===== src/rtl/bpid_pkg.sv =====
// Shared types, widths and constants for the cascaded balance controller.
`default_nettype none

package bpid_pkg;

    localparam int INT_W              = 14;
    localparam int INTEGRAL_LIMIT_DEF = 4210;
    localparam int TILT_LIMIT_Q8      = 12800;
    localparam int GAIN_W             = 24;
    localparam int TERM_W             = 32;
    localparam int SUM_W              = 34;

    localparam logic [GAIN_W-1:0] BALANCE_KP_RST    = 24'd1517568;
    localparam logic [GAIN_W-1:0] BALANCE_KD_RST    = 24'd5304;
    localparam logic [16:0]       ROLL_SETPOINT_RST = 17'd461;
    localparam logic [GAIN_W-1:0] SPEED_KP_RST      = 24'd360448;
    localparam logic [GAIN_W-1:0] SPEED_KI_RST      = 24'd1556;
    localparam logic [GAIN_W-1:0] TURN_KP_RST       = 24'd360448;
    localparam logic [GAIN_W-1:0] TURN_KI_RST       = 24'd1556;
    localparam logic [14:0]       PWM_LIMIT_RST     = 15'd7200;

    localparam logic [2:0] REG_BALANCE_KP    = 3'd0;
    localparam logic [2:0] REG_BALANCE_KD    = 3'd1;
    localparam logic [2:0] REG_ROLL_SETPOINT = 3'd2;
    localparam logic [2:0] REG_SPEED_KP      = 3'd3;
    localparam logic [2:0] REG_SPEED_KI      = 3'd4;
    localparam logic [2:0] REG_TURN_KP       = 3'd5;
    localparam logic [2:0] REG_TURN_KI       = 3'd6;
    localparam logic [2:0] REG_PWM_LIMIT     = 3'd7;

    typedef struct packed {
        logic [GAIN_W-1:0] balance_kp;
        logic [GAIN_W-1:0] balance_kd;
        logic signed [16:0] roll_setpoint;
        logic [GAIN_W-1:0] speed_kp;
        logic [GAIN_W-1:0] speed_ki;
        logic [GAIN_W-1:0] turn_kp;
        logic [GAIN_W-1:0] turn_ki;
        logic [14:0]       pwm_limit;
    } cfg_t;

    typedef struct packed {
        logic signed [16:0] filtered_roll;
        logic signed [15:0] gyro_rate;
        logic signed [15:0] left_count;
        logic signed [15:0] right_count;
        logic signed [7:0]  target_speed;
        logic signed [7:0]  turn_command;
    } sample_t;

    typedef struct packed {
        logic signed [17:0]      roll_err;
        logic signed [16:0]      gyro_neg;
        logic signed [16:0]      spd_err_a;
        logic signed [16:0]      spd_err_b;
        logic signed [17:0]      trn_err;
        logic signed [INT_W-1:0] spd_int_a;
        logic signed [INT_W-1:0] spd_int_b;
        logic signed [INT_W-1:0] trn_int_a;
        logic signed [INT_W-1:0] trn_int_b;
        logic                    trip;
    } err_t;

    typedef struct packed {
        logic signed [42:0] bal_p;
        logic signed [41:0] bal_d;
        logic signed [41:0] spd_p_a;
        logic signed [41:0] spd_p_b;
        logic signed [38:0] spd_i_a;
        logic signed [38:0] spd_i_b;
        logic signed [42:0] trn_p;
        logic signed [38:0] trn_i_a;
        logic signed [38:0] trn_i_b;
        logic               trip;
    } prod_t;

    typedef struct packed {
        logic signed [TERM_W-1:0] bal;
        logic signed [TERM_W-1:0] va;
        logic signed [TERM_W-1:0] vb;
        logic signed [TERM_W-1:0] ta;
        logic signed [TERM_W-1:0] tb;
        logic                     trip;
    } terms_t;

endpackage

`default_nettype wire


===== src/rtl/bpid_drive.sv =====
// Drive stage: combines the terms per motor, clamps and applies the tilt cutoff.
`default_nettype none

module bpid_drive
    import bpid_pkg::*;
(
    input  wire logic          clk,
    input  wire logic          load,
    input  wire cfg_t          cfg,
    input  wire terms_t        terms,
    output logic signed [15:0] drive_a,
    output logic signed [15:0] drive_b,
    output logic               tilt_trip
);

    logic signed [15:0] drive_a_reg;
    logic signed [15:0] drive_b_reg;
    logic               trip_reg;
    logic signed [15:0] drive_a_next;
    logic signed [15:0] drive_b_next;

    logic signed [SUM_W-1:0] sum_a;
    logic signed [SUM_W-1:0] sum_b;
    logic signed [SUM_W-1:0] lim_pos;
    logic signed [SUM_W-1:0] lim_neg;
    logic signed [SUM_W-1:0] clip_a;
    logic signed [SUM_W-1:0] clip_b;

    function automatic logic signed [SUM_W-1:0] clip(
        input logic signed [SUM_W-1:0] v,
        input logic signed [SUM_W-1:0] hi,
        input logic signed [SUM_W-1:0] lo
    );
        logic signed [SUM_W-1:0] r;
        begin
            r = v;
            if (v > hi)
                r = hi;
            else if (v < lo)
                r = lo;
            clip = r;
        end
    endfunction

    always_comb
    begin
        lim_pos = $signed({{(SUM_W-15){1'b0}}, cfg.pwm_limit});
        lim_neg = -lim_pos;
        sum_a   = SUM_W'(terms.bal) + SUM_W'(terms.va) + SUM_W'(terms.ta);
        sum_b   = SUM_W'(terms.bal) + SUM_W'(terms.vb) - SUM_W'(terms.tb);
        clip_a  = clip(sum_a, lim_pos, lim_neg);
        clip_b  = clip(sum_b, lim_pos, lim_neg);
        if (terms.trip)
        begin
            drive_a_next = '0;
            drive_b_next = '0;
        end
        else
        begin
            drive_a_next = clip_a[15:0];
            drive_b_next = clip_b[15:0];
        end
    end

    always_ff @(posedge clk)
    begin
        if (load)
        begin
            drive_a_reg <= drive_a_next;
            drive_b_reg <= drive_b_next;
            trip_reg    <= terms.trip;
        end
    end

    assign drive_a   = drive_a_reg;
    assign drive_b   = drive_b_reg;
    assign tilt_trip = trip_reg;

endmodule

`default_nettype wire

===== config.mk =====
export PLATFORM = sky130hd
export DESIGN_NAME = bpid_drive
export DESIGN_NICKNAME = d
export VERILOG_FILES = /design/src/rtl/bpid_pkg.sv /design/src/rtl/bpid_drive.sv
export SDC_FILE = /design/constraint.sdc
export NUM_CORES = 1
export LEC_CHECK = 0
export BUFFER_PORTS_ARGS = -buffer_cell sky130_fd_sc_hd__clkbuf_2
export CELL_PAD_IN_SITES_DETAIL_PLACEMENT = 2
export CELL_PAD_IN_SITES_GLOBAL_PLACEMENT = 2
export CORE_MARGIN = 1
export CORE_UTILIZATION = 31
export CTS_CLUSTER_DIAMETER = 200
export DETAILED_ROUTE_END_ITERATION = 8
export HOLD_SLACK_MARGIN = 0.08
export PLACE_DENSITY = 0.95
export SYNTH_ARGS = -nofsm -noshare
export SYNTH_HDL_FRONTEND = slang
export SYNTH_SLANG_ARGS = --single-unit

===== constraint.sdc =====
create_clock -name clk -period 14.3 [get_ports clk]
set_clock_uncertainty 0.15 [all_clocks]
set_input_delay 0.715 -clock clk [delete_from_list [all_inputs] [get_ports clk]]
set_output_delay 0.715 -clock clk [all_outputs]
set_load 0.005 [all_outputs]

==> reports/summary.txt <==
Worst EP arrival: 6.93 ns
Tightest Pin Transition: 0.941 ns
Switching pwr: 0.000729 W
Synth-to-layout area growth: 15.7%
Setup TNS: 0 ns
Period utilisation layout: 49.6%
Ys flop type: edfxtp_1
Pre-CTS WS: 7.06 ns
Max-slew violation count: 0
Ant. Diodes: 0
Initial Util: 31.9%
Largest net degree at the start of global routing: 34
Syn_nets: 1,838
Status: finished clean
Synth async-reset ratio: 0%
Core ar.: 31,900 µm²
Vias: 10,500
Routed len/inst: 21.3 µm
Most area-consuming cells after synthesis: ha_1 (20%), fa_1 (13%), edfxtp_1 (9.8%), inv_1 (6.4%), a21oi_1 (6.2%)
Root Buffer: clkbuf_16
Sequential Area: 991 µm²
Max cap viols: 0
Htree depth: 2
Post-route ant nets: 0
GRT overflow: 0
I/O pin cnt: 372
DR WL met2: 19,600 µm
Worst path max stage delay: 0.83 ns
Crit-path slowest cell: a2111oi_0
Flop pwr share: 9.9%
Syn Area/Cell: 8.00 µm²
Met3 wire length: 1340 µm
CTS tree: done
DR pass1 iterations: 7
Synth Register Bits: 33
Clock Sinks: 33
WHS: 0.700 ns
CTS max path bufs: 2
Synth unique cells: 80
Antenna violations before repair: 0
Top-count cell post-synth: inv_1
Fillers: 3,801
Die Y: 183 µm
Hold Buf Count CTS: 0
Pwr Density: 113 nW/µm²
Net Sw Frac: 54.8%
Clock power share: 7.4%
RSZ-0062 raised after global routing: false
Worst path required time: 14.14 ns
Crit end category: flop
Area of the multi-input gates: 8330 µm²
Synth cell count leaders: inv_1 (174), ha_1 (164), a21oi_1 (125)
Synth area leader: ha_1
Worst slew margin: 35.7%
RePlAce Congestion: 0.873
Total GRT Usage: 23.8%
Reg clk slew, reported paths: 0.05 ns
First-pass GRT wire length: 62,700 µm
Final Non-Filler Cells: 1,883
Hold Vio Cnt, Final: 0
CP max FO: 25
Final setup fails: 0
Wire length on met1: 18,400 µm
Proportion of power drawn by combinational gates: 82.7%
Rows: 65
Remaining DRCs: 0
Ys Warns: 0
DR iter-0 viols: 414
Post-synthesis sequential area ratio: 9.75%
Die width: 183 µm
Vias in the first global route: 11,500
Setup crit start kind: input pin
Port bufs: 210
Mapped Area: 10,200 µm²
Uppermost layer routed: met4
Die area: 33,500 µm²
Final nets: 2,016
Top cell type's share of synthesized area: 20.2%
Fmax: 0.141 GHz
Final WS setup: 7.21 ns
CTS buffer count: 5
Inst Count DP: 1,876
DP Wirelength: 35,700 µm
HP Class: in2reg
P_leak: 5.82 nW
EDFF count, synth: 33
Internal cell power: 0.000602 W
Largest vdd supply drop: 0.0531 mV
WL final: 40,200 µm
Post-Synthesis Cells: 1,270
Post-CTS Setup Inserts: 0
Post-CTS Resized: 0
Minimum clock period: 7.09 ns
Vias/cell: 5.56
Share of cells above drive strength 1: 17.3%
CP Class: in2reg
## path summary, 6_finish.rpt
kind              cells after the start  startpoint  slack (ns)    endpoint
hold / removal                        3      cfg[6]        0.70  drive_a[6]
setup / recovery                     25    terms[2]        7.21  drive_b[8]
## worst max-delay path: cells and delay by family
kind	cells	cell delay (ns)
AOI/OAI and AO/OA	10	2.29
adders and majority gates	3	1.40
and+or+nand+nor	6	1.15
xor gates and xnor gates	1	0.54
buffers and inverters	4	0.53
muxes	1	0.26
## area by class of cell
cell class              instances  area share, %
well taps                     435           4.63
inverters                     175           5.59
clock inverters                 1         0.0319
flip-flops and latches         33           8.43
clock buffers                   6           1.10
multi-input cells            1016           70.8
repair buffers                217           9.39
## power groups by stage
stage	Clock (W)	Sequential, W	Combinational (W)
global route	0.000103	0.000133	0.00120
finish	0.0000981	0.000132	0.00110
global placement	0	0.000133	0.00100
CTS	0.000102	0.000132	0.00109
floorplan	0	0.000135	0.000718
detailed placement	0	0.000134	0.00108
## stage by stage
step,power (W),utilization (%),area [µm²]
floorplan,0.000853,-,10200
global placement,0.00114,36.5,11600
detailed placement,0.00121,36.5,11600
CTS,0.00132,36.9,11800
global route,0.00144,36.9,11800
finish,0.00133,36.9,11800
## placed cells by master, fill, tap and decap left out, types with 4 or more instances in the layout
cell,instances
clkbuf_2,210
inv_1,174
ha_1,164
a21oi_1,125
nor2_1,81
nand2_1,71
fa_1,65
o21ai_0,50
a21o_1,44
xnor2_1,43
edfxtp_1,33
nand3_1,26
nand4_1,24
nor3_1,23
nor4_1,22
a211oi_1,21
xor2_1,21
mux2i_1,19
o21ai_1,17
o211ai_1,17
a31oi_1,15
and3_1,12
nor2b_1,11
mux2_2,11
and2_1,10
and4_1,8
a211oi_2,8
or3_1,7
buf_4,7
o31ai_1,6
a2111oi_0,6
nand2b_1,6
o21bai_1,6
o21a_1,5
nor3b_1,5
clkbuf_16,5
a221o_1,4
## metal layers
metal  up-vias  global-route usage, %
met5         -                      0
li1       4936                      -
met1      5224                   31.0
met4         0                   6.00
met2       259                   42.2
met3        59                   1.89
## cell families (layout without fill, tap and decap cells)
logic type                 count (synthesis)  after routing  share of synthesized area [%]
DFF                                       33             33                           9.75
buffers and inverters                    221            399                           8.52
muxes                                     31             31                           3.20
xor gates and xnor gates                  64             64                           5.52
AOI/OAI and AO/OA                        371            371                           24.0
and+or+nand+nor                          321            321                           16.0
adders and majority gates                229            229                           33.0
Power figures use the tool's default switching activity.
