===== config.mk =====
export PLATFORM = sky130hd
export DESIGN_NAME = bpid_cfg
export DESIGN_NICKNAME = d
export VERILOG_FILES = /design/src/rtl/bpid_pkg.sv /design/src/rtl/bpid_cfg.sv
export SDC_FILE = /design/constraint.sdc
export NUM_CORES = 1
export LEC_CHECK = 0
export BUFFER_PORTS_ARGS = -buffer_cell sky130_fd_sc_hd__buf_2
export CAP_MARGIN = 20
export CORE_ASPECT_RATIO = 1.4
export CORE_MARGIN = 4
export CORE_UTILIZATION = 40
export CTS_BUF_LIST = sky130_fd_sc_hd__clkbuf_4
export DETAILED_ROUTE_END_ITERATION = 7
export HOLD_SLACK_MARGIN = 0.02
export PLACE_DENSITY_LB_ADDON = 0.2
export SYNTH_ARGS = -nofsm -noshare
export SYNTH_HDL_FRONTEND = slang
export SYNTH_SLANG_ARGS = --single-unit

===== constraint.sdc =====
create_clock -name clk -period 0.8 [get_ports clk]
set_input_delay 0.16 -clock clk [delete_from_list [all_inputs] [get_ports clk]]
set_output_delay 0.16 -clock clk [all_outputs]
set_load 0.03 [all_outputs]

===== src/rtl/bpid_pkg.sv =====
// Shared types, widths and constants for the cascaded balance controller.
`default_nettype none

package bpid_pkg;

    localparam int INT_W              = 14;
    localparam int INTEGRAL_LIMIT_DEF = 4210;
    localparam int TILT_LIMIT_Q8      = 12800;
    localparam int GAIN_W             = 24;
    localparam int TERM_W             = 32;
    localparam int SUM_W              = 34;

    localparam logic [GAIN_W-1:0] BALANCE_KP_RST    = 24'd1517568;
    localparam logic [GAIN_W-1:0] BALANCE_KD_RST    = 24'd5304;
    localparam logic [16:0]       ROLL_SETPOINT_RST = 17'd461;
    localparam logic [GAIN_W-1:0] SPEED_KP_RST      = 24'd360448;
    localparam logic [GAIN_W-1:0] SPEED_KI_RST      = 24'd1556;
    localparam logic [GAIN_W-1:0] TURN_KP_RST       = 24'd360448;
    localparam logic [GAIN_W-1:0] TURN_KI_RST       = 24'd1556;
    localparam logic [14:0]       PWM_LIMIT_RST     = 15'd7200;

    localparam logic [2:0] REG_BALANCE_KP    = 3'd0;
    localparam logic [2:0] REG_BALANCE_KD    = 3'd1;
    localparam logic [2:0] REG_ROLL_SETPOINT = 3'd2;
    localparam logic [2:0] REG_SPEED_KP      = 3'd3;
    localparam logic [2:0] REG_SPEED_KI      = 3'd4;
    localparam logic [2:0] REG_TURN_KP       = 3'd5;
    localparam logic [2:0] REG_TURN_KI       = 3'd6;
    localparam logic [2:0] REG_PWM_LIMIT     = 3'd7;

    typedef struct packed {
        logic [GAIN_W-1:0] balance_kp;
        logic [GAIN_W-1:0] balance_kd;
        logic signed [16:0] roll_setpoint;
        logic [GAIN_W-1:0] speed_kp;
        logic [GAIN_W-1:0] speed_ki;
        logic [GAIN_W-1:0] turn_kp;
        logic [GAIN_W-1:0] turn_ki;
        logic [14:0]       pwm_limit;
    } cfg_t;

    typedef struct packed {
        logic signed [16:0] filtered_roll;
        logic signed [15:0] gyro_rate;
        logic signed [15:0] left_count;
        logic signed [15:0] right_count;
        logic signed [7:0]  target_speed;
        logic signed [7:0]  turn_command;
    } sample_t;

    typedef struct packed {
        logic signed [17:0]      roll_err;
        logic signed [16:0]      gyro_neg;
        logic signed [16:0]      spd_err_a;
        logic signed [16:0]      spd_err_b;
        logic signed [17:0]      trn_err;
        logic signed [INT_W-1:0] spd_int_a;
        logic signed [INT_W-1:0] spd_int_b;
        logic signed [INT_W-1:0] trn_int_a;
        logic signed [INT_W-1:0] trn_int_b;
        logic                    trip;
    } err_t;

    typedef struct packed {
        logic signed [42:0] bal_p;
        logic signed [41:0] bal_d;
        logic signed [41:0] spd_p_a;
        logic signed [41:0] spd_p_b;
        logic signed [38:0] spd_i_a;
        logic signed [38:0] spd_i_b;
        logic signed [42:0] trn_p;
        logic signed [38:0] trn_i_a;
        logic signed [38:0] trn_i_b;
        logic               trip;
    } prod_t;

    typedef struct packed {
        logic signed [TERM_W-1:0] bal;
        logic signed [TERM_W-1:0] va;
        logic signed [TERM_W-1:0] vb;
        logic signed [TERM_W-1:0] ta;
        logic signed [TERM_W-1:0] tb;
        logic                     trip;
    } terms_t;

endpackage

`default_nettype wire


===== src/rtl/bpid_cfg.sv =====
// Configuration register file for gains, setpoint and drive limit.
`default_nettype none

module bpid_cfg
    import bpid_pkg::*;
(
    input  wire logic        clk,
    input  wire logic        rst_n,
    input  wire logic        cfg_we,
    input  wire logic [2:0]  cfg_index,
    input  wire logic [23:0] cfg_data,
    output cfg_t             cfg
);

    cfg_t cfg_reg;
    cfg_t cfg_next;

    always_comb
    begin
        cfg_next = cfg_reg;
        if (cfg_we)
        begin
            case (cfg_index)
                REG_BALANCE_KP:    cfg_next.balance_kp    = cfg_data;
                REG_BALANCE_KD:    cfg_next.balance_kd    = cfg_data;
                REG_ROLL_SETPOINT: cfg_next.roll_setpoint = $signed(cfg_data[16:0]);
                REG_SPEED_KP:      cfg_next.speed_kp      = cfg_data;
                REG_SPEED_KI:      cfg_next.speed_ki      = cfg_data;
                REG_TURN_KP:       cfg_next.turn_kp       = cfg_data;
                REG_TURN_KI:       cfg_next.turn_ki       = cfg_data;
                REG_PWM_LIMIT:     cfg_next.pwm_limit     = cfg_data[14:0];
                default:           cfg_next = cfg_reg;
            endcase
        end
    end

    always_ff @(posedge clk or negedge rst_n)
    begin
        if (!rst_n)
        begin
            cfg_reg.balance_kp    <= BALANCE_KP_RST;
            cfg_reg.balance_kd    <= BALANCE_KD_RST;
            cfg_reg.roll_setpoint <= $signed(ROLL_SETPOINT_RST);
            cfg_reg.speed_kp      <= SPEED_KP_RST;
            cfg_reg.speed_ki      <= SPEED_KI_RST;
            cfg_reg.turn_kp       <= TURN_KP_RST;
            cfg_reg.turn_ki       <= TURN_KI_RST;
            cfg_reg.pwm_limit     <= PWM_LIMIT_RST;
        end
        else
        begin
            cfg_reg <= cfg_next;
        end
    end

    assign cfg = cfg_reg;

endmodule

`default_nettype wire


==> key figures <==
Clock network
  • Cts-stage hold buffer count: 25
  • Number of buffers created by CTS: 17
  • H-tree depth: 4
  • CTS root buf: clkbuf_4
  • Clk slew on worst S/H paths: about 150 ps
  • CTS sink count: between 150 and 200
  • CTS tree: yes
  • Clock buffer depth: 2
  • Clock Latency Late Sink: between 500 and 600 ps

Final layout
  • Share of cells above drive strength 1: between 70% and 80%
  • Synth-to-layout area growth: 65.96%
  • Layout net count: 740
  • Final std cells w/o fill: 923
  • Commonest non-fill, non-tap cell in the layout: buf_6
  • Most frequent cells in the layout: buf_6 (231), dfrtp_1 (140), mux2_4 (110)
  • Fillcell total: around 1100
  • Largest register FFs: roughly 180

Critical path
  • Crit Path Class: reg2out
  • Crit path arrival time: 1290 ps
  • Largest delay contributor family on the critical path: flip-flops
  • Setup crit end kind: output pin
  • Worst Path Buf+Inv: 1
  • Worst Path Required: between 600 and 700 ps
  • Delay of the slowest critical-path stage: 590 ps
  • Crit Path Max Fanout: 2
  • CP Launch Type: register
  • Critical path's slowest cell: dfstp_2
  • Critical Path, Cell by Cell: buf_6

Power
  • Switch share: between 30% and 40%
  • Pint: 20.43 mW
  • Comb power frac: between 40% and 50%
  • Power share of the sequential group: between 40% and 50%
  • Pwr Total: roughly 32 mW
  • P_leak: about 5.4 nW
  • Clock power frac: 15.7%
  • Psw: roughly 11 mW
  • Maximum resistive drop on vdd: between 1500 and 2000 uV
  • P per Cell Area: approximately 2800 mW/mm^2

Place
  • # port buffers: just over 200
  • DPL Wire Length: ~13 mm
  • Pre-CTS WS: -704.3 ps
  • Placer Congestion: around 0.77
  • Cell count after placement: between 700 and 800

Detailed routing
  • Aggregate routed wire length: between 20 and 25 mm
  • Routed wl met2: 11.12 mm
  • Via count: about 4600
  • Max layer used: met4
  • Drt pass-1 iters: 4
  • DRT iter0 DRCs: 214
  • # DRC: 0
  • DRT antenna net count: 0
  • WL/cell: between 20 and 25 microns
  • Vias/cell: 4.950
  • Wl on met1: approximately 8.0 mm
  • Met3 wire length: around 880 microns

Logic synthesis
  • Synthesized instance count: 381
  • Syn nets: approximately 400
  • Synth Warn #: 0
  • Top cells by area, synth: dfrtp_1 (52%), mux2_2 (29%), dfstp_2 (14%)
  • Area share of the largest cell type after synthesis: between 50% and 60%
  • Synth cell types: 11
  • Flops & latches, synth: between 150 and 200
  • Post-Syn Area: 0.006705 sq mm
  • Area leader, netlist: dfrtp_1
  • Synthesized area per cell: roughly 18 sq um
  • Register area share after synthesis: 66.36%

Run
  • Max capacitance violation total: 0

Global routing
  • Antenna violations before repair: 1
  • First-pass GRT wire length: roughly 30 mm
  • Tot GR Track Use: between 20% and 30%
  • Congestion Overflow GR: 0
  • Number of global-route vias before repair: about 5000
  • Largest net degree at the start of global routing: 38

STA
  • Final-report max-slew violation count: 0
  • Setup Viol. Count Final: ~260
  • Crit share post-route: 180.7%
  • Hold WS: -4.200 ps
  • Actual slew at the worst max-slew pin: just over 300 ps
  • Final setup margin: -645.4 ps
  • Max Freq: 0.6918 GHz
  • Fin Clk Skew: 0 ps
  • RSZ-0062 raised after global routing: true
  • Period minus WS final: between 1000 and 1500 ps
  • Final Hold Vio Count: 2
  • Fin Setup TNS: -96240 ps
  • Worst slew margin: about four fifths

Die
  • DIE AREA: 0.01893 sq mm
  • Die Y-Extent: 161.2 microns
  • Initial Util: about two fifths
  • IO Count: between 200 and 250
  • Die Span X: about 120 microns
  • Row Count: between 50 and 60
  • Core footprint: 0.01631 sq mm

Outcome
  • Failing checks: hold timing, setup timing
  • Status: complete, but fails checks

Worst hold path
  • Hold/Removal Path Class: in2async
-- worst paths after layout --
check	start	endpoint	slack [ps]	cells past startpoint
worst max-delay path	cfg[65]	cfg[65]	-650	1
worst min-delay path	rst_n	cfg[148]	-4	2
worst max register to register	cfg[83]	cfg[83]	-230	3
worst min register to register	cfg[52]	cfg[52]	550	1
max in group asynchronous	rst_n	cfg[114]	230	3
min in group clk	cfg_index[1]	cfg[80]	140	4
-- synth_stat cells --
library cell / n
nor4b_4: 1
dfstp_2: 36
nor4bb_1: 3
buf_4: 3
buf_2: 10
dfrtp_1: 140
mux2_2: 175
nand4b_2: 3
nand4_2: 1
mux2_1: 1
buf_6: 8
-- cell type report --
type | count | area (sq um) | share of cell area, %
repair buffers | 331 | 3595 | 32.30
flip-flops and latches | 176 | 4449 | 39.98
clock inverters | 11 | 115.1 | 1.034
multi-input cells | 184 | 2560 | 23.00
well taps | 199 | 249.0 | 2.237
diodes | 1 | 2.502 | 0.02249
clock buffers | 21 | 157.7 | 1.417
-- kinds of logic after synthesis --
| family | synth area share, % |
|---|---|
| DFF | 66.36 |
| muxes | 29.56 |
| and+or+nand+nor | 1.661 |
| buffers and inverters | 2.426 |
-- power by group through the flow --
stage          Combinational (mW)  Sequential (mW)  Clock (mW)
2_1_floorplan                2.41             16.3           0
3_3_place_gp                 9.41             12.3           0
3_5_place_dp                 9.55             12.4           0
4_1_cts                      12.9             12.7        5.11
5_1_grt                      14.3             13.1        5.52
6_report                     13.8             12.9        4.96
-- per-stage QoR --
stage                     instance area (sq um)  util, %
final                                     11130    68.23
after global placement                     8547    52.41
after global routing                      11130    68.23
after detailed placement                   8547    52.41
after floorplan                            7096        -
after CTS                                 10670    65.44
-- routing by layer --
metal / track usage (%) / vias to the layer above
li1: - / 2004
met1: 24.31 / 2381
met2: 36.58 / 158
met3: 4.799 / 26
met4: 8.111 / 0
met5: 0 / -
-- timing repair --
item / in CTS / in global routing
gates cloned: 2 / 1
setup buffers: 51 / 28
pin swaps: 1 / 2
resized for setup: 372 / 82
endpoints found under the setup margin: 235 / 273
endpoints found under the hold margin: 352 / 9
No activity file was read; power rests on OpenSTA's default activity.
