### src/rtl/bpid_pkg.sv
// Shared types, widths and constants for the cascaded balance controller.
`default_nettype none

package bpid_pkg;

    localparam int INT_W              = 14;
    localparam int INTEGRAL_LIMIT_DEF = 4210;
    localparam int TILT_LIMIT_Q8      = 12800;
    localparam int GAIN_W             = 24;
    localparam int TERM_W             = 32;
    localparam int SUM_W              = 34;

    localparam logic [GAIN_W-1:0] BALANCE_KP_RST    = 24'd1517568;
    localparam logic [GAIN_W-1:0] BALANCE_KD_RST    = 24'd5304;
    localparam logic [16:0]       ROLL_SETPOINT_RST = 17'd461;
    localparam logic [GAIN_W-1:0] SPEED_KP_RST      = 24'd360448;
    localparam logic [GAIN_W-1:0] SPEED_KI_RST      = 24'd1556;
    localparam logic [GAIN_W-1:0] TURN_KP_RST       = 24'd360448;
    localparam logic [GAIN_W-1:0] TURN_KI_RST       = 24'd1556;
    localparam logic [14:0]       PWM_LIMIT_RST     = 15'd7200;

    localparam logic [2:0] REG_BALANCE_KP    = 3'd0;
    localparam logic [2:0] REG_BALANCE_KD    = 3'd1;
    localparam logic [2:0] REG_ROLL_SETPOINT = 3'd2;
    localparam logic [2:0] REG_SPEED_KP      = 3'd3;
    localparam logic [2:0] REG_SPEED_KI      = 3'd4;
    localparam logic [2:0] REG_TURN_KP       = 3'd5;
    localparam logic [2:0] REG_TURN_KI       = 3'd6;
    localparam logic [2:0] REG_PWM_LIMIT     = 3'd7;

    typedef struct packed {
        logic [GAIN_W-1:0] balance_kp;
        logic [GAIN_W-1:0] balance_kd;
        logic signed [16:0] roll_setpoint;
        logic [GAIN_W-1:0] speed_kp;
        logic [GAIN_W-1:0] speed_ki;
        logic [GAIN_W-1:0] turn_kp;
        logic [GAIN_W-1:0] turn_ki;
        logic [14:0]       pwm_limit;
    } cfg_t;

    typedef struct packed {
        logic signed [16:0] filtered_roll;
        logic signed [15:0] gyro_rate;
        logic signed [15:0] left_count;
        logic signed [15:0] right_count;
        logic signed [7:0]  target_speed;
        logic signed [7:0]  turn_command;
    } sample_t;

    typedef struct packed {
        logic signed [17:0]      roll_err;
        logic signed [16:0]      gyro_neg;
        logic signed [16:0]      spd_err_a;
        logic signed [16:0]      spd_err_b;
        logic signed [17:0]      trn_err;
        logic signed [INT_W-1:0] spd_int_a;
        logic signed [INT_W-1:0] spd_int_b;
        logic signed [INT_W-1:0] trn_int_a;
        logic signed [INT_W-1:0] trn_int_b;
        logic                    trip;
    } err_t;

    typedef struct packed {
        logic signed [42:0] bal_p;
        logic signed [41:0] bal_d;
        logic signed [41:0] spd_p_a;
        logic signed [41:0] spd_p_b;
        logic signed [38:0] spd_i_a;
        logic signed [38:0] spd_i_b;
        logic signed [42:0] trn_p;
        logic signed [38:0] trn_i_a;
        logic signed [38:0] trn_i_b;
        logic               trip;
    } prod_t;

    typedef struct packed {
        logic signed [TERM_W-1:0] bal;
        logic signed [TERM_W-1:0] va;
        logic signed [TERM_W-1:0] vb;
        logic signed [TERM_W-1:0] ta;
        logic signed [TERM_W-1:0] tb;
        logic                     trip;
    } terms_t;

endpackage

`default_nettype wire

### src/rtl/bpid_integ.sv
// Error formation and the two clamped integrators, each advanced twice per tick.
`default_nettype none

module bpid_integ
    import bpid_pkg::*;
#(
    parameter int INTEGRAL_LIMIT = INTEGRAL_LIMIT_DEF
)
(
    input  wire logic    clk,
    input  wire logic    rst_n,
    input  wire logic    load,
    input  wire cfg_t    cfg,
    input  wire sample_t smp,
    output err_t         err
);

    localparam logic signed [18:0] LIM_POS = 19'(INTEGRAL_LIMIT);
    localparam logic signed [18:0] LIM_NEG = -19'(INTEGRAL_LIMIT);

    logic signed [INT_W-1:0] spd_int_reg;
    logic signed [INT_W-1:0] trn_int_reg;
    err_t                    err_reg;
    err_t                    err_next;

    logic signed [18:0] spd_sum_a;
    logic signed [18:0] spd_sum_b;
    logic signed [18:0] trn_sum_a;
    logic signed [18:0] trn_sum_b;

    function automatic logic signed [INT_W-1:0] clamp_int(input logic signed [18:0] v);
        logic signed [18:0] r;
        begin
            r = v;
            if (v > LIM_POS)
                r = LIM_POS;
            else if (v < LIM_NEG)
                r = LIM_NEG;
            clamp_int = INT_W'(r);
        end
    endfunction

    always_comb
    begin
        err_next.roll_err  = 18'(cfg.roll_setpoint) - 18'(smp.filtered_roll);
        err_next.gyro_neg  = -17'(smp.gyro_rate);
        err_next.spd_err_a = 17'(smp.right_count) + 17'(smp.target_speed);
        err_next.spd_err_b = 17'(smp.left_count) + 17'(smp.target_speed);
        err_next.trn_err   = 18'(smp.left_count) - 18'(smp.right_count)
                           + 18'(smp.turn_command);

        // Motor A pass first, then motor B pass on the updated integral
        spd_sum_a          = 19'(spd_int_reg) + 19'(err_next.spd_err_a);
        err_next.spd_int_a = clamp_int(spd_sum_a);
        spd_sum_b          = 19'(err_next.spd_int_a) + 19'(err_next.spd_err_b);
        err_next.spd_int_b = clamp_int(spd_sum_b);

        trn_sum_a          = 19'(trn_int_reg) + 19'(err_next.trn_err);
        err_next.trn_int_a = clamp_int(trn_sum_a);
        trn_sum_b          = 19'(err_next.trn_int_a) + 19'(err_next.trn_err);
        err_next.trn_int_b = clamp_int(trn_sum_b);

        err_next.trip = (smp.filtered_roll >= 17'sd12800)
                     || (smp.filtered_roll <= -17'sd12800);
    end

    always_ff @(posedge clk or negedge rst_n)
    begin
        if (!rst_n)
        begin
            spd_int_reg <= '0;
            trn_int_reg <= '0;
        end
        else if (load)
        begin
            spd_int_reg <= err_next.spd_int_b;
            trn_int_reg <= err_next.trn_int_b;
        end
    end

    always_ff @(posedge clk)
    begin
        if (load)
            err_reg <= err_next;
    end

    assign err = err_reg;

endmodule

`default_nettype wire

### config.mk
export PLATFORM = sky130hd
export DESIGN_NAME = bpid_integ
export DESIGN_NICKNAME = d
export VERILOG_FILES = /design/src/rtl/bpid_pkg.sv /design/src/rtl/bpid_integ.sv
export SDC_FILE = /design/constraint.sdc
export NUM_CORES = 1
export LEC_CHECK = 0
export BUFFER_PORTS_ARGS = -buffer_cell sky130_fd_sc_hd__buf_2
export CAP_MARGIN = 5
export CORE_MARGIN = 1.5
export CORE_UTILIZATION = 37
export DETAILED_ROUTE_END_ITERATION = 8
export HOLD_SLACK_MARGIN = 0.1
export PLACE_DENSITY = 0.58
export SETUP_SLACK_MARGIN = 0.4
export SYNTH_ARGS = -nofsm -noshare
export SYNTH_HDL_FRONTEND = slang
export SYNTH_SLANG_ARGS = --single-unit
export TNS_END_PERCENT = 20
### constraint.sdc
create_clock -name clk -period 8.3 [get_ports clk]
set_clock_uncertainty 0.2 [all_clocks]
set_input_delay 1.66 -clock clk [delete_from_list [all_inputs] [get_ports clk]]
set_output_delay 1.66 -clock clk [all_outputs]
set_load 0.1 [all_outputs]
==> reports/metrics.cfg <==
[status]
status=finished with violations
violations=negative setup slack

[detailed_routing]
via_per_inst=5.21
drc=0
wl_per_cell_um=16.9
drtAntennaViolNets=0
finalWirelength_mm=45.2
vias=14000
drt-pass1-iter-count=5
drtIter0Drc=717

[finish]
fin_cells=2681
fillers=3326
drive_above_1_share=0.431
area_delta_synth_final_pct=50.0
nNetsFinal=2577
largest_register_ffs=144

[global_routing]
grt_use_total=0.228
overflow=0
grt_max_degree=98
grt_first_pass_wirelength_mm=69.6
antenna_found_initial=3
grt_pass1_vias=13600

[floorplan]
io_pins=404
core_um2=37600
start_util=0.375
die_area_um2=39300
die_y_um=198
rows=71
die_width_um=198

[place]
port_buffers=244
dpl.cell_count=2605
hpwl_mm=35.9
routabilityCongestion=0.880

[logic_synthesis]
synth_edf_count=144
synth_cell_type_count=96
async_flop_share=0.163
yosysWarnings=0
synth.cell_area_um2=14100
netlist_instances=1453
synth-seq-cells=172
ys_seq_area_frac=0.356
syn_avg_cell_area_um2=9.71
ys.flop_type=edfxtp_1
synth_fp_nets=1875

[worst_setup_path]
cp-end-kind=flip-flop
worstPathArrival_ns=9.14
path_common_cell=a211oi_2
max_stage_delay_ns=0.53
required_ns=8.44
worstPathMaxFanout=6
cpMaxStageDelayCell=fa_1
critPathKind=in2reg
startpoint_type=input port

[timing]
hold_violations=0
setup_viol_count_final=52
period_share=1.08
clock.fmax_mhz=111
slew_headroom=0.0712
worstMarginPinSlew_ns=1.39
slew_viol_final=0
grt_setup_unrepaired=yes
fin_ws_ns=-0.701
fin_crit_ns=9.00

[clock_tree]
clock_latency_ns=0.46
cts_htree_levels=4
cts_tree=done
cts.sinks=172
cts_buffers=17
cts_buffer_depth=2
clk_pin_slew_ns=0.07
cts_root_buf=clkbuf_16

[hold_path]
hold_path_class=reg2reg

[flow_run]
drv_cap=0

## worst max-delay path, delay by kind of cell
family	cells	cell delay, ns
fa+ha+maj	5	1.69
buf+inv	6	0.51
xor+xnor	1	0.33
compound gates	14	2.64
mux	1	0.25
simple gates	9	2.03
## placed cells by master, fill, tap and decap left out, types with 19 or more instances in the layout
cell type and count:
inv_1 137, a21oi_1 69, a21oi_2 20, nor3_1 45
nand3_1 37, or3_1 21, xnor2_1 65, a21o_1 37
nand2_1 75, ha_1 129, dfrtp_1 28, xor2_1 31
o21ai_0 52, fa_1 19, nor2_1 95, buf_4 443
edfxtp_1 144, buf_2 239
## timing repair
item | CTS | global route
setup buffers | 35 | 6
pin swaps | 79 | 31
hold buffers | 0 | 0
gates resized for setup | 160 | 49
gates cloned | 1 | 0
endpoints found under the setup margin | 56 | 56
## area by class of cell
| cell class | instances | area, um2 | area share |
|---|---|---|---|
| inverter | 144 | 546 | 0.0258 |
| clock inverter | 12 | 136 | 0.00644 |
| multi-input combinational | 1119 | 9610 | 0.454 |
| clock buffer | 19 | 453 | 0.0214 |
| tap | 511 | 639 | 0.0302 |
| sequential | 172 | 5020 | 0.237 |
| timing repair buffer | 701 | 4750 | 0.225 |
| antenna | 3 | 7.51 | 0.000355 |
## metrics by stage
step / setup WS (ns) / instance area (um2) / hold WS, ns / setup TNS, ns / utilization
2_1_floorplan: -0.437 / 14300 / 0.253 / -12.22 / -
3_3_place_gp: -1.46 / 19100 / 0.291 / -73.23 / 0.509
3_5_place_dp: -1.54 / 19100 / 0.283 / -75.51 / 0.509
4_1_cts: -0.720 / 20900 / 0.303 / -18.41 / 0.555
5_1_grt: -1.06 / 21200 / 0.333 / -36.92 / 0.563
6_report: -0.701 / 21200 / 0.304 / -20.02 / 0.563
## metal layers
layer / share of wire / track usage / up-vias
li1: - / - / 6899
met3: 0.037 / 0.0279 / 56
met2: 0.48 / 0.382 / 305
met4: 0.024 / 0.0840 / 0
met5: 0 / 0 / -
met1: 0.46 / 0.301 / 6712
## cells in the mapped netlist (23+ instances only)
master,number,share of area
a21o_1,37,0.020
a21oi_1,88,0.031
dfrtp_1,28,0.050
edfxtp_1,144,0.31
fa_1,23,0.033
ha_1,139,0.12
inv_1,143,0.038
nand2_1,77,0.020
nand3_1,39,0.014
nor2_1,96,0.026
nor3_1,56,0.020
o21ai_0,68,0.024
or3_1,24,0.011
xnor2_1,75,0.047
xor2_1,37,0.023
## cells by family after synthesis
family / count (synthesis) / share of synthesized area
AO/OA/AOI/OAI: 422 / 0.214
AND/OR/NAND/NOR: 413 / 0.152
flip-flops: 172 / 0.356
buffers and inverters: 163 / 0.0459
adder cells (fa/ha/maj): 162 / 0.156
XOR/XNOR: 112 / 0.0695
multiplexers: 9 / 0.00701
## path summary, 6_finish.rpt
kind	from	end	cells after the start	slack, ns
setup / recovery	smp[2]	trn_int_reg[8]	36	-0.70
hold / removal	spd_int_reg[2]	spd_int_reg[2]	2	0.30
setup reg to reg	trn_int_reg[0]	trn_int_reg[8]	25	1.85
hold reg to reg	spd_int_reg[2]	spd_int_reg[2]	2	0.30
max in group asynchronous	rst_n	spd_int_reg[5]	1	6.27
min in group asynchronous	rst_n	trn_int_reg[4]	1	1.10
Power is not shown: default switching activity piles up to over one toggle a cycle in this logic, so the estimate is an artifact.
