`src/rtl/bpid_pkg.sv`:
```
// Shared types, widths and constants for the cascaded balance controller.
`default_nettype none

package bpid_pkg;

    localparam int INT_W              = 14;
    localparam int INTEGRAL_LIMIT_DEF = 4210;
    localparam int TILT_LIMIT_Q8      = 12800;
    localparam int GAIN_W             = 24;
    localparam int TERM_W             = 32;
    localparam int SUM_W              = 34;

    localparam logic [GAIN_W-1:0] BALANCE_KP_RST    = 24'd1517568;
    localparam logic [GAIN_W-1:0] BALANCE_KD_RST    = 24'd5304;
    localparam logic [16:0]       ROLL_SETPOINT_RST = 17'd461;
    localparam logic [GAIN_W-1:0] SPEED_KP_RST      = 24'd360448;
    localparam logic [GAIN_W-1:0] SPEED_KI_RST      = 24'd1556;
    localparam logic [GAIN_W-1:0] TURN_KP_RST       = 24'd360448;
    localparam logic [GAIN_W-1:0] TURN_KI_RST       = 24'd1556;
    localparam logic [14:0]       PWM_LIMIT_RST     = 15'd7200;

    localparam logic [2:0] REG_BALANCE_KP    = 3'd0;
    localparam logic [2:0] REG_BALANCE_KD    = 3'd1;
    localparam logic [2:0] REG_ROLL_SETPOINT = 3'd2;
    localparam logic [2:0] REG_SPEED_KP      = 3'd3;
    localparam logic [2:0] REG_SPEED_KI      = 3'd4;
    localparam logic [2:0] REG_TURN_KP       = 3'd5;
    localparam logic [2:0] REG_TURN_KI       = 3'd6;
    localparam logic [2:0] REG_PWM_LIMIT     = 3'd7;

    typedef struct packed {
        logic [GAIN_W-1:0] balance_kp;
        logic [GAIN_W-1:0] balance_kd;
        logic signed [16:0] roll_setpoint;
        logic [GAIN_W-1:0] speed_kp;
        logic [GAIN_W-1:0] speed_ki;
        logic [GAIN_W-1:0] turn_kp;
        logic [GAIN_W-1:0] turn_ki;
        logic [14:0]       pwm_limit;
    } cfg_t;

    typedef struct packed {
        logic signed [16:0] filtered_roll;
        logic signed [15:0] gyro_rate;
        logic signed [15:0] left_count;
        logic signed [15:0] right_count;
        logic signed [7:0]  target_speed;
        logic signed [7:0]  turn_command;
    } sample_t;

    typedef struct packed {
        logic signed [17:0]      roll_err;
        logic signed [16:0]      gyro_neg;
        logic signed [16:0]      spd_err_a;
        logic signed [16:0]      spd_err_b;
        logic signed [17:0]      trn_err;
        logic signed [INT_W-1:0] spd_int_a;
        logic signed [INT_W-1:0] spd_int_b;
        logic signed [INT_W-1:0] trn_int_a;
        logic signed [INT_W-1:0] trn_int_b;
        logic                    trip;
    } err_t;

    typedef struct packed {
        logic signed [42:0] bal_p;
        logic signed [41:0] bal_d;
        logic signed [41:0] spd_p_a;
        logic signed [41:0] spd_p_b;
        logic signed [38:0] spd_i_a;
        logic signed [38:0] spd_i_b;
        logic signed [42:0] trn_p;
        logic signed [38:0] trn_i_a;
        logic signed [38:0] trn_i_b;
        logic               trip;
    } prod_t;

    typedef struct packed {
        logic signed [TERM_W-1:0] bal;
        logic signed [TERM_W-1:0] va;
        logic signed [TERM_W-1:0] vb;
        logic signed [TERM_W-1:0] ta;
        logic signed [TERM_W-1:0] tb;
        logic                     trip;
    } terms_t;

endpackage

`default_nettype wire

```
`src/rtl/bpid_terms.sv`:
```
// Term stage: sums the products and rescales them, truncating toward zero.
`default_nettype none

module bpid_terms
    import bpid_pkg::*;
(
    input  wire logic  clk,
    input  wire logic  load,
    input  wire prod_t prod,
    output terms_t     terms
);

    terms_t terms_reg;
    terms_t terms_next;

    logic signed [50:0] bal_sum;
    logic signed [50:0] bal_adj;
    logic signed [42:0] va_sum;
    logic signed [42:0] vb_sum;
    logic signed [42:0] va_adj;
    logic signed [42:0] vb_adj;
    logic signed [43:0] ta_sum;
    logic signed [43:0] tb_sum;
    logic signed [43:0] ta_adj;
    logic signed [43:0] tb_adj;

    always_comb
    begin
        // Balance sum sits at 2^-20; derivative product is at 2^-12
        bal_sum = 51'(prod.bal_p) + (51'(prod.bal_d) <<< 8);
        bal_adj = bal_sum + {31'd0, {20{bal_sum[50]}}};

        va_sum = 43'(prod.spd_p_a) + 43'(prod.spd_i_a);
        vb_sum = 43'(prod.spd_p_b) + 43'(prod.spd_i_b);
        ta_sum = 44'(prod.trn_p) + 44'(prod.trn_i_a);
        tb_sum = 44'(prod.trn_p) + 44'(prod.trn_i_b);

        // Negative values get 2^n - 1 added first so the shift rounds toward zero
        va_adj = va_sum + {31'd0, {12{va_sum[42]}}};
        vb_adj = vb_sum + {31'd0, {12{vb_sum[42]}}};
        ta_adj = ta_sum + {32'd0, {12{ta_sum[43]}}};
        tb_adj = tb_sum + {32'd0, {12{tb_sum[43]}}};

        terms_next.bal  = TERM_W'(bal_adj >>> 20);
        terms_next.va   = TERM_W'(va_adj >>> 12);
        terms_next.vb   = TERM_W'(vb_adj >>> 12);
        terms_next.ta   = TERM_W'(ta_adj >>> 12);
        terms_next.tb   = TERM_W'(tb_adj >>> 12);
        terms_next.trip = prod.trip;
    end

    always_ff @(posedge clk)
    begin
        if (load)
            terms_reg <= terms_next;
    end

    assign terms = terms_reg;

endmodule

`default_nettype wire

```
`config.mk`:
```
export PLATFORM = sky130hd
export DESIGN_NAME = bpid_terms
export DESIGN_NICKNAME = d
export VERILOG_FILES = /design/src/rtl/bpid_pkg.sv /design/src/rtl/bpid_terms.sv
export SDC_FILE = /design/constraint.sdc
export NUM_CORES = 1
export LEC_CHECK = 0
export BUFFER_PORTS_ARGS = -buffer_cell sky130_fd_sc_hd__buf_2
export CAP_MARGIN = 20
export CORE_AREA = 2 2 209 211
export DETAILED_ROUTE_END_ITERATION = 8
export DIE_AREA = 0 0 211 213
export PLACE_DENSITY = 0.77
export REMOVE_ABC_BUFFERS = 1
export SYNTH_ARGS = -nofsm -noshare
export SYNTH_HDL_FRONTEND = slang
export SYNTH_SLANG_ARGS = --single-unit
```
`constraint.sdc`:
```
create_clock -name clk -period 16 [get_ports clk]
set_clock_uncertainty 0.05 [all_clocks]
set_input_delay 2.4 -clock clk [delete_from_list [all_inputs] [get_ports clk]]
set_output_delay 2.4 -clock clk [all_outputs]
set_load 0.1 [all_outputs]
```
==> summary.txt, run 1 <==
Clk sinks: 158
Area of the multi-input gates: 0.0159 mm^2
Fin nets: 3648
RSZ-0062 raised after global routing: no
Initial antenna violation count: 9
Final Hold Vio Count: 0
Pre-antenna DRT Iters: 5
Num rows: 76
Pwr dens: 102 mW/mm^2
Synth Cell Area: 0.0212 mm^2
CTS buffer count: 17
Flops & latches, synth: 158
Final slew viol count: 0
Placed Area: 0.0243 mm^2
Commonest non-fill, non-tap cell in the layout: buf_2
Syn_area_per_cell: 8.27 um^2
Vias per cell: 6.20
Core Area: 0.0427 mm^2
Combinational Power Share: 59.5%
Cell area after layout: 0.0250 mm^2
Final ANT Viol Nets: 0
Post-Synthesis Cells: 2567
Largest net degree at the start of global routing: 82
CP Class: primary input to flip-flop
CP startpoint kind: primary input
Die ar.: 0.0449 mm^2
Hold crit path type: primary input to flip-flop
Busiest layer in global routing: met2
Crit. End Element: flip-flop
Setup Fix Bufs, Post-CTS: 0
Met2 usage: 51.0%
Max FFs per register: 158
Global routing usage on met3: 5.10%
Switch Pwr: 1.34 mW
Slowest CP cell: nor4_1
CTS tree: done
Die width: 211 um
Post-CTS resize count: 0
Min Clock Period, post-route: 7.83 ns
FMAX: 128 MHz
Vias: 22346
Vias in the first global route: 20850
Met1 Track Usage GR: 39.4%
Area growth from synthesis to layout: 17.5%
Commonest non-fill, non-tap cells in the layout: buf_2, ha_1, a21oi_1
Critical Path RT: 16.17 ns
Hold Slack: 2.06 ns
Dominant cell type by area after synthesis: edfxtp_1
Register Area: 0.00474 mm^2
Worst vdd ir: 0.000110 V
DP Wirelength: 59.6 mm
Die height: 213 um
First-pass GRT wire length: 109 mm
Outcome: completed
Share of cells above drive strength 1: 20.9%
Starting DRT DRC Count: 1920
Cells along the critical path: buf_2, ha_1, and3_1, a221oi_1, or2_1, o221ai_1, nor2_1, o21ai_0, a31oi_1, buf_4, ha_1, a21o_1, a21o_1, a21oi_1, o21ai_0, a221oi_1, o2111ai_1, nand4_1, and4b_1, nand3_1, nor4_1, nand3_1, xnor2_1
Leak Pwr: 10.9 nW
Synth warn: 0
Final period util: 48.9%
Hold-fix buffers, CTS: 0
RePlAce Congestion: 1.00
Fin util: 58.4%
Slew Limit Headroom: 37.2%
Worst-path maximum fanout: 11
Initial core utilization: 49.7%
DRC viols: 0
Detailed-route wire length per cell: 19.8 um
Wirelength, routed: 71.5 mm
Final setup fails: 0
Clk Tree Root Cell: clkbuf_16
Total track usage: 30.6%
Sw Share: 52.4%
Share of the synthesized area in the top cell type: 22.3%
Total gr overflow: 0
Post-synth EDFFs: 158
Setup TNS: 0 ns
Internal: 1.21 mW
Post-synthesis cell type count: 100
Filler Cell Count: 3931
Top cells by area, synth: edfxtp_1, ha_1, xnor2_1, a21oi_1, xor2_1
Tot Pwr: 2.55 mW
Most used DFF post-synth: edfxtp_1
Worst-path clk slew: 0.07 ns
Clk pwr share: 17.8%
Buffers on Ports: 531
Seq pwr share: 22.8%
Register area share after synthesis: 22.3%
Slowest stage delay, CP: 0.59 ns
Worst-Margin Slew: 0.928 ns
Max clock buf depth: 2
Htree depth: 4
Max Cap Viol: 0
Arrival time worst endpoint: 8.00 ns
Asr flop ratio synth: 0%
Io pins: 532
[Yosys cell counts, types with 25 or more instances]
library cell,number
clkbuf_1,77
a21o_1,109
a21oi_1,230
a31oi_1,37
and3_1,46
nor2b_1,25
nand4_1,62
nand3_1,95
nor2_1,165
nand2_1,225
ha_1,234
and2_1,25
xor2_1,126
xnor2_1,197
inv_1,77
o21ai_0,126
nand2b_1,28
o21bai_1,35
a211oi_1,30
edfxtp_1,158
nor3_1,58
nor4_1,27
[stage by stage]
step | instances | worst slack [ns]
2_1_floorplan | 2481 | 8.54
3_3_place_gp | 3562 | 7.73
3_5_place_dp | 3562 | 7.57
4_1_cts | 3594 | 8.04
5_1_grt | 3602 | 7.65
6_report | 3607 | 8.17
[worst paths after layout]
check	startpoint	to	slack, ns	cells after the start
worst max-delay path	prod[48]	terms[59]	8.17	23
worst min-delay path	prod[0]	terms[0]	2.06	1
[logic make-up after synthesis]
logic type,count (synthesis),synth area share [%]
flops,158,22.3
compound gates,809,25.6
mux,13,0.631
simple gates,860,20.8
fa+ha+maj,239,14.3
xor+xnor,324,13.4
buf+inv,164,3.01
[routing by layer]
| metal | up-vias | share of wire (%) |
|---|---|---|
| met4 | 0 | 3.7 |
| met2 | 1003 | 47 |
| li1 | 10702 | - |
| met1 | 10479 | 42 |
| met3 | 162 | 7.6 |
| met5 | - | 0 |
[power groups by stage]
stage                     combinational [mW]  clock, mW  sequential [mW]
after CTS                               1.50      0.460            0.581
after detailed placement                1.49          0            0.590
after global routing                    1.61      0.472            0.587
final                                   1.52      0.453            0.581
after floorplan                        0.640          0             1.12
after global placement                  1.47          0            0.589
[critical path, delay by kind of cell]
family                   cells  cell delay (ns)
AND/OR/NAND/NOR              8             2.36
adder cells (fa/ha/maj)      2             0.55
XOR/XNOR                     1             0.14
AO/OA/AOI/OAI               10             2.15
buffers and inverters        2             0.39
[layout make-up]
| class | instances | area share (%) |
|---|---|---|
| clock buffer | 17 | 1.71 |
| antenna | 10 | 0.100 |
| timing repair buffer | 538 | 10.9 |
| multi-input combinational | 2245 | 63.5 |
| inverter | 78 | 1.17 |
| tap | 546 | 2.74 |
| clock inverter | 15 | 0.792 |
| sequential | 158 | 19.0 |
Power figures use the tool's default switching activity.
==> run 2, diff against run 1 <==
- CORE_AREA: 2 2 209 211 -> 2 2 204 206
- DIE_AREA: 0 0 211 213 -> 0 0 206 208
- PLACE_DENSITY: 0.77 -> 0.81
- clock period: 16 -> 7.4 ns (I/O delays scaled with it)
==> run 2 against run 1 <==
Effect of this change:
- power rose by 110%
- non-clock buffer count rose by 10
- highest routed layer is now met5
- largest power group unchanged
- largest cell class unchanged
- critical endpoint is now terms[32]
- utilization rose by 3.0 points
- critical path depth fell by 3
==> summary.txt, run 2 (synthesized netlist as in run 1, its figures left out) <==
Combinational Power Share: 60.6% (+1.1 points)
Core Area: 0.0406 mm^2 (-5.0%)
Wirelength, routed: 71.3 mm (-0.34%)
Final period util: 86.8%
Hold Slack: 0.776 ns (-1.28 ns)
Seq pwr share: 23.3% (+0.5 points)
Io pins: 532 (unchanged)
Crit. End Element: flip-flop
Die width: 206 um (-2.4%)
Initial core utilization: 52.4% (+2.6 points)
Commonest non-fill, non-tap cells in the layout: buf_2, ha_1, a21oi_1
Worst-Margin Slew: 0.943 ns (+0.0148 ns)
Share of cells above drive strength 1: 21.1% (+0.23 points)
Outcome: completed
CTS buffer count: 17 (unchanged)
Die ar.: 0.0428 mm^2 (-4.7%)
Switch Pwr: 2.87 mW (+120%)
Area growth from synthesis to layout: 17.4% (about the same)
Max clock buf depth: 2 (unchanged)
Arrival time worst endpoint: 6.57 ns (-1.43 ns)
Cells along the critical path: buf_2, ha_1, o21ai_1, o21ai_0, a21oi_1, a2111oi_4, o211ai_2, a211oi_2, or2_2, inv_2, ha_1, inv_1, o311a_1, a211o_1, or3b_1, a2111o_1, a31o_2, or4_4, nor4_2, xnor2_1
Clk pwr share: 16.1% (-1.7 points)
Die height: 208 um (-2.3%)
Pre-antenna DRT Iters: 8 (+3)
Total track usage: 32.3% (+1.7 points)
Initial antenna violation count: 6 (-3)
Starting DRT DRC Count: 1686 (-12%)
Slowest CP cell: a2111oi_4
Final slew viol count: 0 (unchanged)
Slew Limit Headroom: 37.1% (about the same)
Largest net degree at the start of global routing: 91 (+11%)
Worst path top cell family by delay: compound AO/OA/AOI/OAI gates
Setup TNS: 0 ns (unchanged)
Pwr dens: 217 mW/mm^2 (+110%)
Vias per cell: 6.20 (about the same)
Num rows: 74 (-2.6%)
Final Hold Vio Count: 0 (unchanged)
CP Class: primary input to flip-flop
Critical Path RT: 7.55 ns (-8.62 ns)
DP Wirelength: 59.4 mm (-0.32%)
Area of the multi-input gates: 0.0159 mm^2 (unchanged)
RePlAce Congestion: 0.987 (-1.6%)
Fin nets: 3658 (+0.27%)
Leak Pwr: 11.0 nW (+0.14%)
Worst-path maximum fanout: 8 (-3)
Setup Fix Bufs, Post-CTS: 0 (unchanged)
Vias in the first global route: 21184 (+1.6%)
Final ANT Viol Nets: 0 (unchanged)
Min Clock Period, post-route: 6.42 ns
Clk Tree Root Cell: clkbuf_16
CTS tree: done
Cell area after layout: 0.0249 mm^2 (about the same)
Clk sinks: 158 (unchanged)
Register Area: 0.00474 mm^2 (unchanged)
Max FFs per register: 158 (unchanged)
WHS Endpoint: terms[0]
Buffers on Ports: 531 (unchanged)
FMAX: 156 MHz
Total gr overflow: 0 (unchanged)
Hold crit path type: primary input to flip-flop
Htree depth: 4 (unchanged)
Hold_sp: prod[0]
Post-CTS resize count: 0 (unchanged)
Worst-path clk slew: 0.07 ns (about the same)
Vias: 22322 (-0.11%)
First-pass GRT wire length: 111 mm (+1.1%)
Hold-fix buffers, CTS: 0 (unchanged)
Tot Pwr: 5.41 mW (+110%)
Internal: 2.53 mW (+110%)
Filler Cell Count: 3680 (-6.4%)
CP startpoint kind: primary input
RSZ-0062 raised after global routing: no
Commonest non-fill, non-tap cell in the layout: buf_2
Detailed-route wire length per cell: 19.8 um (-0.15%)
Final setup fails: 0 (unchanged)
Worst vdd ir: 0.000246 V (+120%)
Hold Crit Depth: 1 (unchanged)
Slowest stage delay, CP: 0.60 ns (about the same)
Worst Path Buf+Inv: 3 (+1)
Max Cap Viol: 0 (unchanged)
Sw Share: 53.2% (+0.76 points)
Critical Path Most Common Cell: ha_1
Placed Area: 0.0244 mm^2 (+0.38%)
DRC viols: 0 (unchanged)
-- run 2: changes by cell type in the layout (fill, tap and decap cells not counted), sizes merged --
cell	previous run	this run
bufinv	3	0
clkinv	3	4
clkbuf	19	18
inv	85	86
diode	10	7
buf	536	548
-- run 2: stage by stage --
stage	utilization, %	cells	worst slack [ns]
2_1_floorplan	-	2481	1.23
3_3_place_gp	60.1	3561	0.748
3_5_place_dp	60.1	3561	0.622
4_1_cts	61.4	3593	1.08
5_1_grt	61.4	3596	0.721
6_report	61.5	3600	0.977
-- run 2: cell type report --
cell class                      instances  area share, %
Antenna cell                            7         0.0703
Timing Repair Buffer                  548           11.2
Clock buffer                           18           1.72
Tap cell                              532           2.67
Clock inverter                         14          0.507
Sequential cell                       158           19.0
Multi-Input combinational cell       2245           63.6
Inverter                               78           1.17
-- run 2: power groups by stage --
| stage | Clock, mW | Sequential [mW] | Combinational [mW] |
|---|---|---|---|
| 2_1_floorplan | 0 | 2.41 | 1.38 |
| 3_3_place_gp | 0 | 1.27 | 3.19 |
| 3_5_place_dp | 0 | 1.28 | 3.23 |
| 4_1_cts | 0.887 | 1.26 | 3.24 |
| 5_1_grt | 0.921 | 1.27 | 3.48 |
| 6_report | 0.873 | 1.26 | 3.28 |
-- run 2: metal layers --
metal | routed length (um) | global-route usage (%) | share of wire, %
met4 | 3180 | 14.7 | 4.5
met5 | 13 | 0 | 0.018
met1 | 30000 | 41.3 | 42
met3 | 5180 | 5.11 | 7.3
met2 | 33000 | 53.1 | 46
-- run 2: worst max path at each step --
stage / from / endpoint / slack (ns) / cells past startpoint
2_1_floorplan: prod[3] / terms[21] / 1.23 / 19
6_report: prod[87] / terms[32] / 0.98 / 20
3_5_place_dp: prod[87] / terms[32] / 0.62 / 20
3_3_place_gp: prod[87] / terms[21] / 0.75 / 20
4_1_cts: prod[87] / terms[32] / 1.08 / 20
5_1_grt: prod[88] / terms[32] / 0.72 / 20
